`config.mk`:
```
export PLATFORM = sky130hd
export DESIGN_NAME = edge_period_tachometer_top
export DESIGN_NICKNAME = d
export VERILOG_FILES = /design/src/hw/rtl/ept_pkg.sv /design/src/hw/rtl/edge_period_tachometer_top.sv /design/src/hw/rtl/ept_div.sv
export SDC_FILE = /design/constraint.sdc
export NUM_CORES = 1
export LEC_CHECK = 0
export BUFFER_PORTS_ARGS = -buffer_cell sky130_fd_sc_hd__buf_4
export CAP_MARGIN = 10
export CELL_PAD_IN_SITES_DETAIL_PLACEMENT = 2
export CELL_PAD_IN_SITES_GLOBAL_PLACEMENT = 2
export CORE_ASPECT_RATIO = 1.25
export CORE_MARGIN = 1.5
export CORE_UTILIZATION = 40
export CTS_CLUSTER_DIAMETER = 40
export CTS_CLUSTER_SIZE = 10
export DETAILED_ROUTE_END_ITERATION = 10
export HOLD_SLACK_MARGIN = 0.1
export MAX_ROUTING_LAYER = met4
export PLACE_DENSITY_LB_ADDON = 0.2
export SKIP_CTS_REPAIR_TIMING = 1
export SLEW_MARGIN = 10
export SYNTH_ARGS = -nofsm -noshare
export SYNTH_HDL_FRONTEND = slang
export SYNTH_HIERARCHICAL = 1
export SYNTH_SLANG_ARGS = --single-unit
```
`constraint.sdc`:
```
create_clock -name clk -period 5.4 [get_ports clk]
set_clock_uncertainty 0.1 [all_clocks]
set_input_delay 1.62 -clock clk [delete_from_list [all_inputs] [get_ports clk]]
set_output_delay 1.62 -clock clk [all_outputs]
set_load 0.03 [all_outputs]
```
`src/hw/rtl/ept_pkg.sv`:
```
`default_nettype none
package ept_pkg;

  localparam int DIVIDEND_W = 32;
  localparam int SPEED_W    = 16;
  localparam int GAP_W      = 20;
  localparam int COUNT_W    = 32;
  localparam int CFG_IDX_W  = 3;
  localparam int CFG_DATA_W = 32;

  localparam logic [CFG_IDX_W-1:0] CFG_SPEED_CONST = 3'd0;
  localparam logic [CFG_IDX_W-1:0] CFG_MIN_GAP     = 3'd1;
  localparam logic [CFG_IDX_W-1:0] CFG_MAX_SPEED   = 3'd2;
  localparam logic [CFG_IDX_W-1:0] CFG_INIT_LEVEL  = 3'd3;

  localparam logic [DIVIDEND_W-1:0] SPEED_CONST_RST = 32'd60000000;
  localparam logic [GAP_W-1:0]      MIN_GAP_RST     = 20'd1000;
  localparam logic [SPEED_W-1:0]    MAX_SPEED_RST   = 16'd10000;

  typedef enum logic [1:0] {
    ST_IDLE,
    ST_PREP,
    ST_DIV,
    ST_OUT
  } ept_state_t;

  typedef struct packed {
    logic busy;
    logic done;
  } ept_div_stat_t;

endpackage
`default_nettype wire

```
`src/hw/rtl/edge_period_tachometer_top.sv`:
```
`default_nettype none
// Tachometer: one result per tick transfer.
// When a divide runs, a tick passes through divisor select, 32 steps of the
// divider, clamp and output load; before the first edge or on a zero divisor
// the divide is skipped.
// A new tick is taken only after the last result is loaded; a held result stalls.
// Reset: synchronous active-low rst_n restores register defaults, clears time and counts.
module edge_period_tachometer_top
  import ept_pkg::*;
#(
  parameter int TIME_BITS = 32
) (
  input  wire logic                  clk,
  input  wire logic                  rst_n,
  input  wire logic                  cfg_we,
  input  wire logic [CFG_IDX_W-1:0]  cfg_index,
  input  wire logic [CFG_DATA_W-1:0] cfg_wdata,
  input  wire logic                  in_valid,
  output logic                       in_ready,
  input  wire logic                  in_pin_level,
  output logic                       out_valid,
  input  wire logic                  out_ready,
  output logic [SPEED_W-1:0]         out_speed,
  output logic                       out_edge_accepted,
  output logic [COUNT_W-1:0]         out_edge_count
);

  localparam int CW = (TIME_BITS > GAP_W) ? TIME_BITS : GAP_W;

  ept_state_t state_r, state_nxt;

  logic [DIVIDEND_W-1:0] speed_const_r;
  logic [GAP_W-1:0]      min_gap_r;
  logic [SPEED_W-1:0]    max_speed_r;
  logic                  sensor_r;

  logic [TIME_BITS-1:0]  time_now_r;
  logic [TIME_BITS-1:0]  last_edge_r;
  logic [TIME_BITS-1:0]  last_period_r;
  logic [TIME_BITS-1:0]  since_r;
  logic [COUNT_W-1:0]    edges_r;
  logic                  edge_seen_r;
  logic                  acc_r;
  logic [SPEED_W-1:0]    speed_r;

  logic                  out_valid_r;
  logic [SPEED_W-1:0]    out_speed_r;
  logic                  out_acc_r;
  logic [COUNT_W-1:0]    out_count_r;

  logic                  in_xfer;
  logic [TIME_BITS-1:0]  since;
  logic                  edge_ok;
  logic [TIME_BITS-1:0]  div_val;
  logic                  div_zero;
  logic                  div_start;
  logic                  out_load;
  ept_div_stat_t         dstat;
  logic [DIVIDEND_W-1:0] quo;

  assign in_xfer  = in_valid && in_ready;
  assign since    = time_now_r - last_edge_r;
  assign edge_ok  = (in_pin_level != sensor_r) && (CW'(since) > CW'(min_gap_r));
  assign div_val  = (since_r > last_period_r) ? since_r : last_period_r;
  assign div_zero = (div_val == '0);

  always_comb begin
    state_nxt = state_r;
    unique case (state_r)
      ST_IDLE: if (in_valid) state_nxt = ST_PREP;
      ST_PREP: state_nxt = (!edge_seen_r || div_zero) ? ST_OUT : ST_DIV;
      ST_DIV:  if (dstat.done) state_nxt = ST_OUT;
      ST_OUT:  if (!out_valid_r || out_ready) state_nxt = ST_IDLE;
      default: state_nxt = ST_IDLE;
    endcase
  end

  always_comb begin
    in_ready  = 1'b0;
    div_start = 1'b0;
    out_load  = 1'b0;
    unique case (state_r)
      ST_IDLE: in_ready  = 1'b1;
      ST_PREP: div_start = edge_seen_r && !div_zero;
      ST_DIV:  ;
      ST_OUT:  out_load  = !out_valid_r || out_ready;
      default: ;
    endcase
  end

  always_ff @(posedge clk) begin
    if (!rst_n) state_r <= ST_IDLE;
    else        state_r <= state_nxt;
  end

  always_ff @(posedge clk) begin
    if (!rst_n) begin
      speed_const_r <= SPEED_CONST_RST;
      min_gap_r     <= MIN_GAP_RST;
      max_speed_r   <= MAX_SPEED_RST;
      sensor_r      <= 1'b0;
      time_now_r    <= '0;
      last_edge_r   <= '0;
      last_period_r <= '0;
      edges_r       <= '0;
      edge_seen_r   <= 1'b0;
    end else begin
      if (cfg_we) begin
        unique case (cfg_index)
          CFG_SPEED_CONST: speed_const_r <= cfg_wdata;
          CFG_MIN_GAP:     min_gap_r     <= cfg_wdata[GAP_W-1:0];
          CFG_MAX_SPEED:   max_speed_r   <= cfg_wdata[SPEED_W-1:0];
          CFG_INIT_LEVEL:  sensor_r      <= cfg_wdata[0];
          default: ;
        endcase
      end
      if (in_xfer) begin
        time_now_r <= time_now_r + 1'b1;
        if (edge_ok) begin
          sensor_r      <= in_pin_level;
          last_period_r <= since;
          last_edge_r   <= time_now_r;
          edges_r       <= edges_r + 1'b1;
          edge_seen_r   <= 1'b1;
        end
      end
    end
  end

  // tick payload; after an accepted edge since_r equals the new period, so period == since then
  always_ff @(posedge clk) begin
    if (in_xfer) begin
      since_r <= since;
      acc_r   <= edge_ok;
    end
    if (state_r == ST_PREP) begin
      speed_r <= edge_seen_r ? max_speed_r : '0;
    end else if (state_r == ST_DIV && dstat.done) begin
      speed_r <= (quo > DIVIDEND_W'(max_speed_r)) ? max_speed_r : quo[SPEED_W-1:0];
    end
  end

  ept_div #(
    .DW(TIME_BITS)
  ) u_div (
    .clk      (clk),
    .rst_n    (rst_n),
    .start    (div_start),
    .dividend (speed_const_r),
    .divisor  (div_val),
    .stat     (dstat),
    .quotient (quo)
  );

  always_ff @(posedge clk) begin
    if (!rst_n) begin
      out_valid_r <= 1'b0;
    end else if (out_load) begin
      out_valid_r <= 1'b1;
    end else if (out_ready) begin
      out_valid_r <= 1'b0;
    end
  end

  always_ff @(posedge clk) begin
    if (out_load) begin
      out_speed_r <= speed_r;
      out_acc_r   <= acc_r;
      out_count_r <= edges_r;
    end
  end

  assign out_valid         = out_valid_r;
  assign out_speed         = out_speed_r;
  assign out_edge_accepted = out_acc_r;
  assign out_edge_count    = out_count_r;

endmodule
`default_nettype wire

```
`src/hw/rtl/ept_div.sv`:
```
`default_nettype none
module ept_div
  import ept_pkg::*;
#(
  parameter int DW = 32
) (
  input  wire logic                  clk,
  input  wire logic                  rst_n,
  input  wire logic                  start,
  input  wire logic [DIVIDEND_W-1:0] dividend,
  input  wire logic [DW-1:0]         divisor,
  output ept_div_stat_t              stat,
  output logic [DIVIDEND_W-1:0]      quotient
);

  localparam int RW  = ((DW > DIVIDEND_W) ? DW : DIVIDEND_W) + 1;
  localparam int CNW = $clog2(DIVIDEND_W);

  logic [RW-1:0]         rem_r, rem_nxt;
  logic [DIVIDEND_W-1:0] quo_r, quo_nxt;
  logic [DW-1:0]         dv_r;
  logic [CNW-1:0]        cnt_r;
  logic                  busy_r, done_r;

  logic [RW-1:0] shifted;
  logic [RW-1:0] dv_ext;
  logic          fits;

  // one restoring step per cycle while busy
  always_comb begin
    shifted = {rem_r[RW-2:0], quo_r[DIVIDEND_W-1]};
    dv_ext  = RW'(dv_r);
    fits    = (shifted >= dv_ext);
    rem_nxt = fits ? (shifted - dv_ext) : shifted;
    quo_nxt = {quo_r[DIVIDEND_W-2:0], fits};
  end

  always_ff @(posedge clk) begin
    if (!rst_n) begin
      busy_r <= 1'b0;
      done_r <= 1'b0;
      cnt_r  <= '0;
    end else begin
      done_r <= 1'b0;
      if (start) begin
        busy_r <= 1'b1;
        cnt_r  <= '0;
      end else if (busy_r) begin
        cnt_r <= cnt_r + 1'b1;
        if (cnt_r == CNW'(DIVIDEND_W - 1)) begin
          busy_r <= 1'b0;
          done_r <= 1'b1;
        end
      end
    end
  end

  always_ff @(posedge clk) begin
    if (start) begin
      rem_r <= '0;
      quo_r <= dividend;
      dv_r  <= divisor;
    end else if (busy_r) begin
      rem_r <= rem_nxt;
      quo_r <= quo_nxt;
    end
  end

  assign stat.busy = busy_r;
  assign stat.done = done_r;
  assign quotient  = quo_r;

endmodule
`default_nettype wire

```
Yosys cells after proc, flatten, opt, wreduce, memory -nomap -nowiden. Index checks and enable logic that the tools add are counted. W data, S select, Z words.

Word-level logic and storage cells: 93. Bits in registers: 402.

Bitwise operators: 2. Add/subtract/negate cells: 5. Multiplexer cells: 26. Eq/ne operators: 11. Reductions and logical operators: 22. Magnitude comparators: 4.

Operators with widths (count): $mux W32 (4); $add A32 B1 Y32 const B (2); $mux W16 (4); $sub A32 B32 Y32 (2); $ge A33 B32 Y1 (1); $gt A32 B16 Y1 (1); $gt A32 B20 Y1 (1); $gt A32 B32 Y1 (1); $logic_not A32 Y1 (1); $mux W1 (14); $pmux W2 S4 (1); $reduce_and A2 Y1 (4); $eq A3 B2 Y1 const B (2); $mux W2 (3); $reduce_bool A2 Y1 (3); $add A5 B1 Y5 const B (1); $eq A5 B5 Y1 const B (1); $eq A2 B2 Y1 const B (2); $logic_and A1 B1 Y1 (4); $ne A2 B2 Y1 const B (2); $eq A3 B1 Y1 const B (1); $logic_not A1 Y1 (3); $logic_not A3 Y1 (1); $reduce_and A3 Y1 (1); other kinds (8) (10).

Logic depth before layout (Yosys ltp). Gate-level depths: netlist (run 1).

Word-level depth: 7. Mapped depth: 25.

Cells and area by module. Netlist (run 1), hierarchy kept.

Modules (own cells, without submodules): edge_period_tachometer_top (instances 1, area each 15486.1 µm², seq. area each 6966.7 µm², cells an instance 1700); ept_div (instances 1, area each 5871.9 µm², seq. area each 2702.6 µm², cells an instance 564).

Worst setup path before layout (run 1). Ideal clock, no wire load.

Path kind: flip-flop to flip-flop. From: register since_r[1]. To: register u_div.quo_r[0], in the netlist u_div/quotient[0], enable pin. Period minus slack after synthesis: 4.779 ns. Required time: 4.913 ns. Buffers on the path: 2. Data arrival time: 4.292 ns. Stages on the path, launching flop included: 15. Slack: 0.621 ns. Cell sequence: edfxtp_1 > ha_1 > nor2b_1 > o21a_1 > o21a_1 > o21ai_0 > o211ai_1 > a21bo_2 > o21ai_1 > mux2i_1 > and3_1 > clkbuf_1 > nor2_1 > clkbuf_1 > inv_1.

Cells in the longest elaborated chain, start to end: 7.

Ends and longest elaborated chain: start: declaration (line edge_period_tachometer_top.sv:40) `logic [TIME_BITS-1:0] since_r;`; start signal: assignment (line edge_period_tachometer_top.sv:133) `since_r <= since;`; $gt A32 B32 Y1 (line edge_period_tachometer_top.sv:64) `assign div_val = (since_r > last_period_r) ? since_r : last_period_r;`; $mux W32 (*) (line edge_period_tachometer_top.sv:64); $logic_not A32 Y1 (*) (line edge_period_tachometer_top.sv:65) `assign div_zero = (div_val == '0);`; $logic_not A1 Y1 (*) (line edge_period_tachometer_top.sv:84) `ST_PREP: div_start = edge_seen_r && !div_zero;`; $logic_and A1 B1 Y1 (*) (line edge_period_tachometer_top.sv:84); $mux W1 (*) (line edge_period_tachometer_top.sv:82) `unique case (state_r)`; named net div_start (line edge_period_tachometer_top.sv:56) `logic div_start;`; $reduce_bool A2 Y1 (no source line) (*); end signal: assignment (line ept_div.sv:61) `quo_r <= dividend;`; end signal: assignment (line ept_div.sv:65) `quo_r <= quo_nxt;`; end: declaration (line ept_div.sv:20) `logic [DIVIDEND_W-1:0] quo_r, quo_nxt;`.

Mark *: on every way through the listed nets, which the timed path passes. The rest lies on a longest branch. A chain may end at the register's enable or synchronous reset.

Worst setup path in the final report (run 1).
From: register time_now_r[0]. To: register last_period_r[0].

Cells in the longest elaborated chain, start to end: 4.

Ends and longest elaborated chain: start: declaration (line edge_period_tachometer_top.sv:37) `logic [TIME_BITS-1:0] time_now_r;`; start signal: assignment (line edge_period_tachometer_top.sv:118) `time_now_r <= time_now_r + 1'b1;`; $sub A32 B32 Y32 (line edge_period_tachometer_top.sv:62) `assign since = time_now_r - last_edge_r;`; named net since[12] (line edge_period_tachometer_top.sv:52) `logic [TIME_BITS-1:0] since;`; $gt A32 B20 Y1 (line edge_period_tachometer_top.sv:63) `assign edge_ok = (in_pin_level != sensor_r) && (CW'(since) > CW'(min_gap_r));`; $logic_and A1 B1 Y1 (line edge_period_tachometer_top.sv:63); $reduce_and A2 Y1 (no source line); end signal: assignment (line edge_period_tachometer_top.sv:121) `last_period_r <= since;`; end: declaration (line edge_period_tachometer_top.sv:39) `logic [TIME_BITS-1:0] last_period_r;`.

The timed path passes the listed nets, and every way through them passes these cells.

==> results of run 1 <==
[metrics by stage]
stage | hold slack [ns] | setup TNS (ns) | util | setup slack [ns] | std cells
final | 0.319 | 0 | 0.478 | 0.0833 | 3074
after global routing | 0.323 | -1.97 | 0.478 | -0.0788 | 3074
after CTS | 0.316 | -0.555 | 0.474 | -0.0940 | 3070
after detailed placement | 0.307 | 0 | 0.431 | 0.0446 | 2947
after global placement | 0.302 | 0 | 0.431 | 0.250 | 2947
after floorplan | 0.300 | 0 | - | 0.621 | 2263
[worst max-delay path, cell delays in order (launching register included)]
cell      delay [ns]
dfxtp_1         0.35
inv_1           0.08
ha_1            0.16
inv_1           0.06
fa_1            0.40
a21o_1          0.24
a221o_1         0.42
a221oi_4        0.37
xnor2_2         0.16
ha_1            0.30
nand4_1         0.13
or4_1           0.52
mux2_2          0.29
o31ai_2         0.07
nor3b_2         0.22
o2111a_2        0.26
and3_4          0.30
buf_12          0.18
nor2_2          0.06
buf_4           0.24
a211oi_2        0.27
[flip-flops by register name, summed over array words and instances (netlist names), 32 cells and up]
name,flops
out_edge_count,32
time_now_r,32
since_r,32
u_div/dv_r,32
last_period_r,32
u_div/quotient,32
edges_r,32
last_edge_r,32
u_div/rem_r,32
speed_const_r,32
[per-layer routing]
layer,track usage,vias up
li1,-,8336
met1,0.297,9126
met2,0.506,265
met3,0.0338,126
met4,0.0927,0
met5,-,-
[final cells by class]
| type | instances | area share |
|---|---|---|
| multi-input combinational | 1580 | 0.425 |
| timing repair buffer | 139 | 0.0435 |
| clock buffer | 84 | 0.0724 |
| clock inverter | 39 | 0.0182 |
| sequential | 402 | 0.384 |
| tap | 672 | 0.0334 |
| inverter | 158 | 0.0236 |
[power breakdown]
group / switching (W) / internal (W)
Combinational: 0.00316 / 0.00177
Clock: 0.00162 / 0.00272
Sequential: 0.000266 / 0.00366
Total: 0.00505 / 0.00816
[path summary, 6_finish.rpt]
| path | end | start | slack (ns) |
|---|---|---|---|
| worst max-delay path | last_period_r[0]$_SDFFE_PN0P_ | time_now_r[0]$_SDFFE_PN0P_ | 0.08 |
| worst min-delay path | out_speed[7]$_DFFE_PP_ | speed_r[7]$_DFFE_PP_ | 0.32 |
| worst max register to register | last_period_r[0]$_SDFFE_PN0P_ | time_now_r[0]$_SDFFE_PN0P_ | 0.08 |
| worst min register to register | out_speed[7]$_DFFE_PP_ | speed_r[7]$_DFFE_PP_ | 0.32 |
==> metrics, run 1 <==
outcome=complete, no violations; critical path peak fanout=14; grt ovf=0; Tightest Hold Check Type=flip-flop to flip-flop; first-pass GRT wire length=114000 microns; Final Hold Viols=0; Clk pin slew, worst setup/hold paths=0.06 ns; Max VDD drop=0.000431 V; Synth-to-Final Area Change=18.0%; vias in the first global route=20000; DRT Wirelength=72400 microns; ANT nets after route=0; row count=94; crit path time final=5.32 ns; max layer used=met4; Initial Util=0.405; R2R depth=20; core area=0.0527 sq mm; H-tree Lvls=3; Worst setup SP type=flip-flop; # setup viols final=0; power per cell area=524 mW/mm^2; Ys Warns=6; Metal-1 WL=29400 microns; met3 WL post-DR=1880 microns; Data required, critical path=5.81 ns; die width=210 microns; full die area=0.0548 sq mm; hold path cells=0; Pwr Total=0.0132 W; average cell area after synthesis=9.43 sq um; CTS tree=built; post-route cell area=0.0252 sq mm; Mapped Nets=2445; total clock sinks=402; final period utilization=0.985; max-slew violations=0; Vias per Instance=5.81; # nets final=2530; io pins=92; TritonCTS buffer count=67; crit path DAT=5.73 ns; Pleak=9.71 nW; actual slew at the worst max-slew pin=0.959 ns; Synth Instances=2263; clock root buffer=clkbuf_16; most frequent cells in the layout=289 x nand2_1, 240 x dfxtp_1, 176 x a21oi_1, 162 x edfxtp_1, 156 x inv_1; post-DP HPWL=49200 microns; Post-Syn Area=0.0214 sq mm; Slew HR=0.361; maximum root-to-sink buffer count=3; final RePlAce weighted congestion=0.875; commonest non-fill, non-tap cell in the layout=nand2_1; DRC Markers=0; crit path capture type=flip-flop; MaxCap Viol Count=0; initial antenna violation count=0; Global Route Usage Sum=0.271; crit path kind=flip-flop to flip-flop; share of cells above drive strength 1=0.153; area post-placement=0.0227 sq mm; DR iter-0 viols=706; area of the multi-input gates=0.0107 sq mm; register area=0.00967 sq mm; Pre-antenna DRT Iters=4; # fillers=5525; pin count of the biggest net entering global routing=72; die span in y=261 microns; Antenna Diode Count=0; Clock Latency Late Sink=0.61 ns; Port Buf Inserts=91; Fmax=0.188 GHz; vias post-DR=17900; WL/cell=23.6 microns; WL met2=39000 microns
(Power assumes the default switching activity.)
==> run 2, diff against run 1 <==
--- a/config.mk
+++ b/config.mk
@@ -17,7 +17,7 @@
 export DETAILED_ROUTE_END_ITERATION = 10
 export HOLD_SLACK_MARGIN = 0.1
 export MAX_ROUTING_LAYER = met4
-export PLACE_DENSITY_LB_ADDON = 0.2
+export PLACE_DENSITY = 0.87
 export SKIP_CTS_REPAIR_TIMING = 1
 export SLEW_MARGIN = 10
 export SYNTH_ARGS = -nofsm -noshare
==> metrics, run 2 (synthesis gave the netlist of run 1 again) <==
TritonCTS buffer count=69 (+3.0%); CTS tree=built; max-slew violations=0 (unchanged); Fmax=0.173 GHz (-7.8%); # setup viols final=99 (+99); Synth-to-Final Area Change=19.1%; Clk pin slew, worst setup/hold paths=0.07 ns (about the same); initial antenna violation count=4 (+4); die span in y=261 microns (unchanged); crit-path cells=ha_2 -> a21o_4 -> a31o_1 -> o2111a_1 -> nor2_2 -> nor2_1 -> nor2_1 -> xnor2_1 -> ha_1 -> nand4_1 -> o21bai_1 -> a21oi_2 -> o31ai_4 -> nor3b_2 -> o2111a_1 -> and3_4 -> clkbuf_16 -> nor4_1 -> mux2i_1; Port Buf Inserts=91 (unchanged); MaxCap Viol Count=0 (unchanged); post-route cell area=0.0254 sq mm (+0.93%); DRC Markers=0 (unchanged); # nets final=2527 (-0.12%); area post-placement=0.0226 sq mm (-0.36%); Max VDD drop=0.000869 V (+100%); final RePlAce weighted congestion=0.871 (-0.50%); maximum root-to-sink buffer count=3 (unchanged); fin util=0.483 (+0.00446); Worst path max stage delay=0.69 ns (+0.17 ns); clock root buffer=clkbuf_16; full die area=0.0548 sq mm (unchanged); WL/cell=33.3 microns (+41%); Clock Latency Late Sink=0.63 ns (+0.02 ns); H-tree Lvls=3 (unchanged); Worst setup SP type=flip-flop; first-pass GRT wire length=137000 microns (+21%); Inst Count DP=2934 (-0.44%); # fillers=5338 (-3.4%); row count=94 (unchanged); DR iter-0 viols=1655 (+130%); critical path peak fanout=15 (+1); Vias per Instance=6.50 (+12%); core area=0.0527 sq mm (unchanged); grt ovf=0 (unchanged); Crit-path slowest cell=nor4_1; Global Route Usage Sum=0.338 (+0.0666); vias in the first global route=21600 (+7.9%); most frequent cells in the layout=288 x nand2_1, 239 x dfxtp_1, 171 x a21oi_1, 162 x edfxtp_1, 155 x inv_1; actual slew at the worst max-slew pin=1.14 ns (+0.183 ns); Slew HR=0.239 (-0.122); share of cells above drive strength 1=0.163 (+0.00971); pin count of the biggest net entering global routing=86 (+19%); crit path DAT=6.20 ns (+0.47 ns); final worst setup slack=-0.366 ns (-0.449 ns); commonest non-fill, non-tap cell in the layout=nand2_1; crit path kind=flip-flop to flip-flop; Bufs and invs on worst path=1 (-3); io pins=92 (unchanged); outcome=finished with violations; post-DP HPWL=51800 microns (+5.3%); die width=210 microns (unchanged); power per cell area=576 mW/mm^2 (+9.8%); ANT nets after route=0 (unchanged); Data required, critical path=5.84 ns (+0.03 ns); Pre-antenna DRT Iters=5 (+1); total clock sinks=402 (unchanged); Setup TNS=-14.62 ns (-14.62 ns); Initial Util=0.405 (unchanged); crit path capture type=flip-flop; final period utilization=1.07 (+0.0831); Tightest Hold Check Type=flip-flop to flip-flop; Pleak=9.71 nW (about the same); family with the most delay on the worst path=compound AO/OA/AOI/OAI gates; vias post-DR=20000 (+12%); final non-filler cell total=3076 (+0.065%); Final Hold Viols=0 (unchanged); crit path time final=5.77 ns (+0.449 ns); failing checks=setup timing; DRT Wirelength=102000 microns (+41%)
run 2: metrics by stage:
| stage | hold slack (ns) | power [W] | setup WS, ns |
|---|---|---|---|
| final | 0.322 | 0.0146 | -0.366 |
| after global routing | 0.333 | 0.0149 | -0.351 |
| after CTS | 0.323 | 0.0133 | -0.586 |
| after detailed placement | 0.307 | 0.00836 | 0.00455 |
| after global placement | 0.303 | 0.00799 | 0.256 |
| after floorplan | 0.300 | 0.00682 | 0.621 |
run 2: area by class of cell:
| type | instances | area (sq um) | area share |
|---|---|---|---|
| sequential | 402 | 9670 | 0.380 |
| clock buffer | 85 | 1840 | 0.0723 |
| timing repair buffer | 134 | 1110 | 0.0436 |
| multi-input combinational | 1580 | 10900 | 0.427 |
| antenna | 4 | 10.0 | 0.000394 |
| clock inverter | 41 | 504 | 0.0198 |
| tap | 672 | 841 | 0.0331 |
| inverter | 158 | 596 | 0.0234 |
run 2: worst reg2reg max path, delay by kind of cell, from the launching register on:
| kind | cells | cell delay (ns) |
|---|---|---|
| AO/OA/AOI/OAI | 7 | 1.87 |
| AND/OR/NAND/NOR | 7 | 1.74 |
| adder cells (fa/ha/maj) | 2 | 0.79 |
| flip-flops | 1 | 0.48 |
| multiplexers | 1 | 0.30 |
| buffers and inverters | 1 | 0.23 |
| XOR/XNOR | 1 | 0.16 |
run 2: final timing paths:
path                                                 start                       end  slack (ns)  depth (start not counted)
worst max register to register  time_now_r[4]$_SDFFE_PN0P_  edges_r[25]$_SDFFE_PN0P_       -0.37                         19
worst max-delay path            time_now_r[4]$_SDFFE_PN0P_  edges_r[25]$_SDFFE_PN0P_       -0.37                         19
worst min-delay path                 speed_r[13]$_DFFE_PP_   out_speed[13]$_DFFE_PP_        0.32                          0
worst min register to register       speed_r[13]$_DFFE_PP_   out_speed[13]$_DFFE_PP_        0.32                          0
run 2: metal layers:
metal	wire length, microns	vias up	track usage
met5	0	-	-
met4	7650	0	0.198
met3	6100	495	0.0459
met2	52600	1038	0.616
met1	36000	10100	0.348
li1	-	8332	-
run 2: power breakdown:
part           total, W  switching [W]  internal, W
clock           0.00467        0.00187      0.00280
combinational   0.00595        0.00396      0.00199
sequential      0.00403       0.000364      0.00366
total            0.0146        0.00619      0.00846
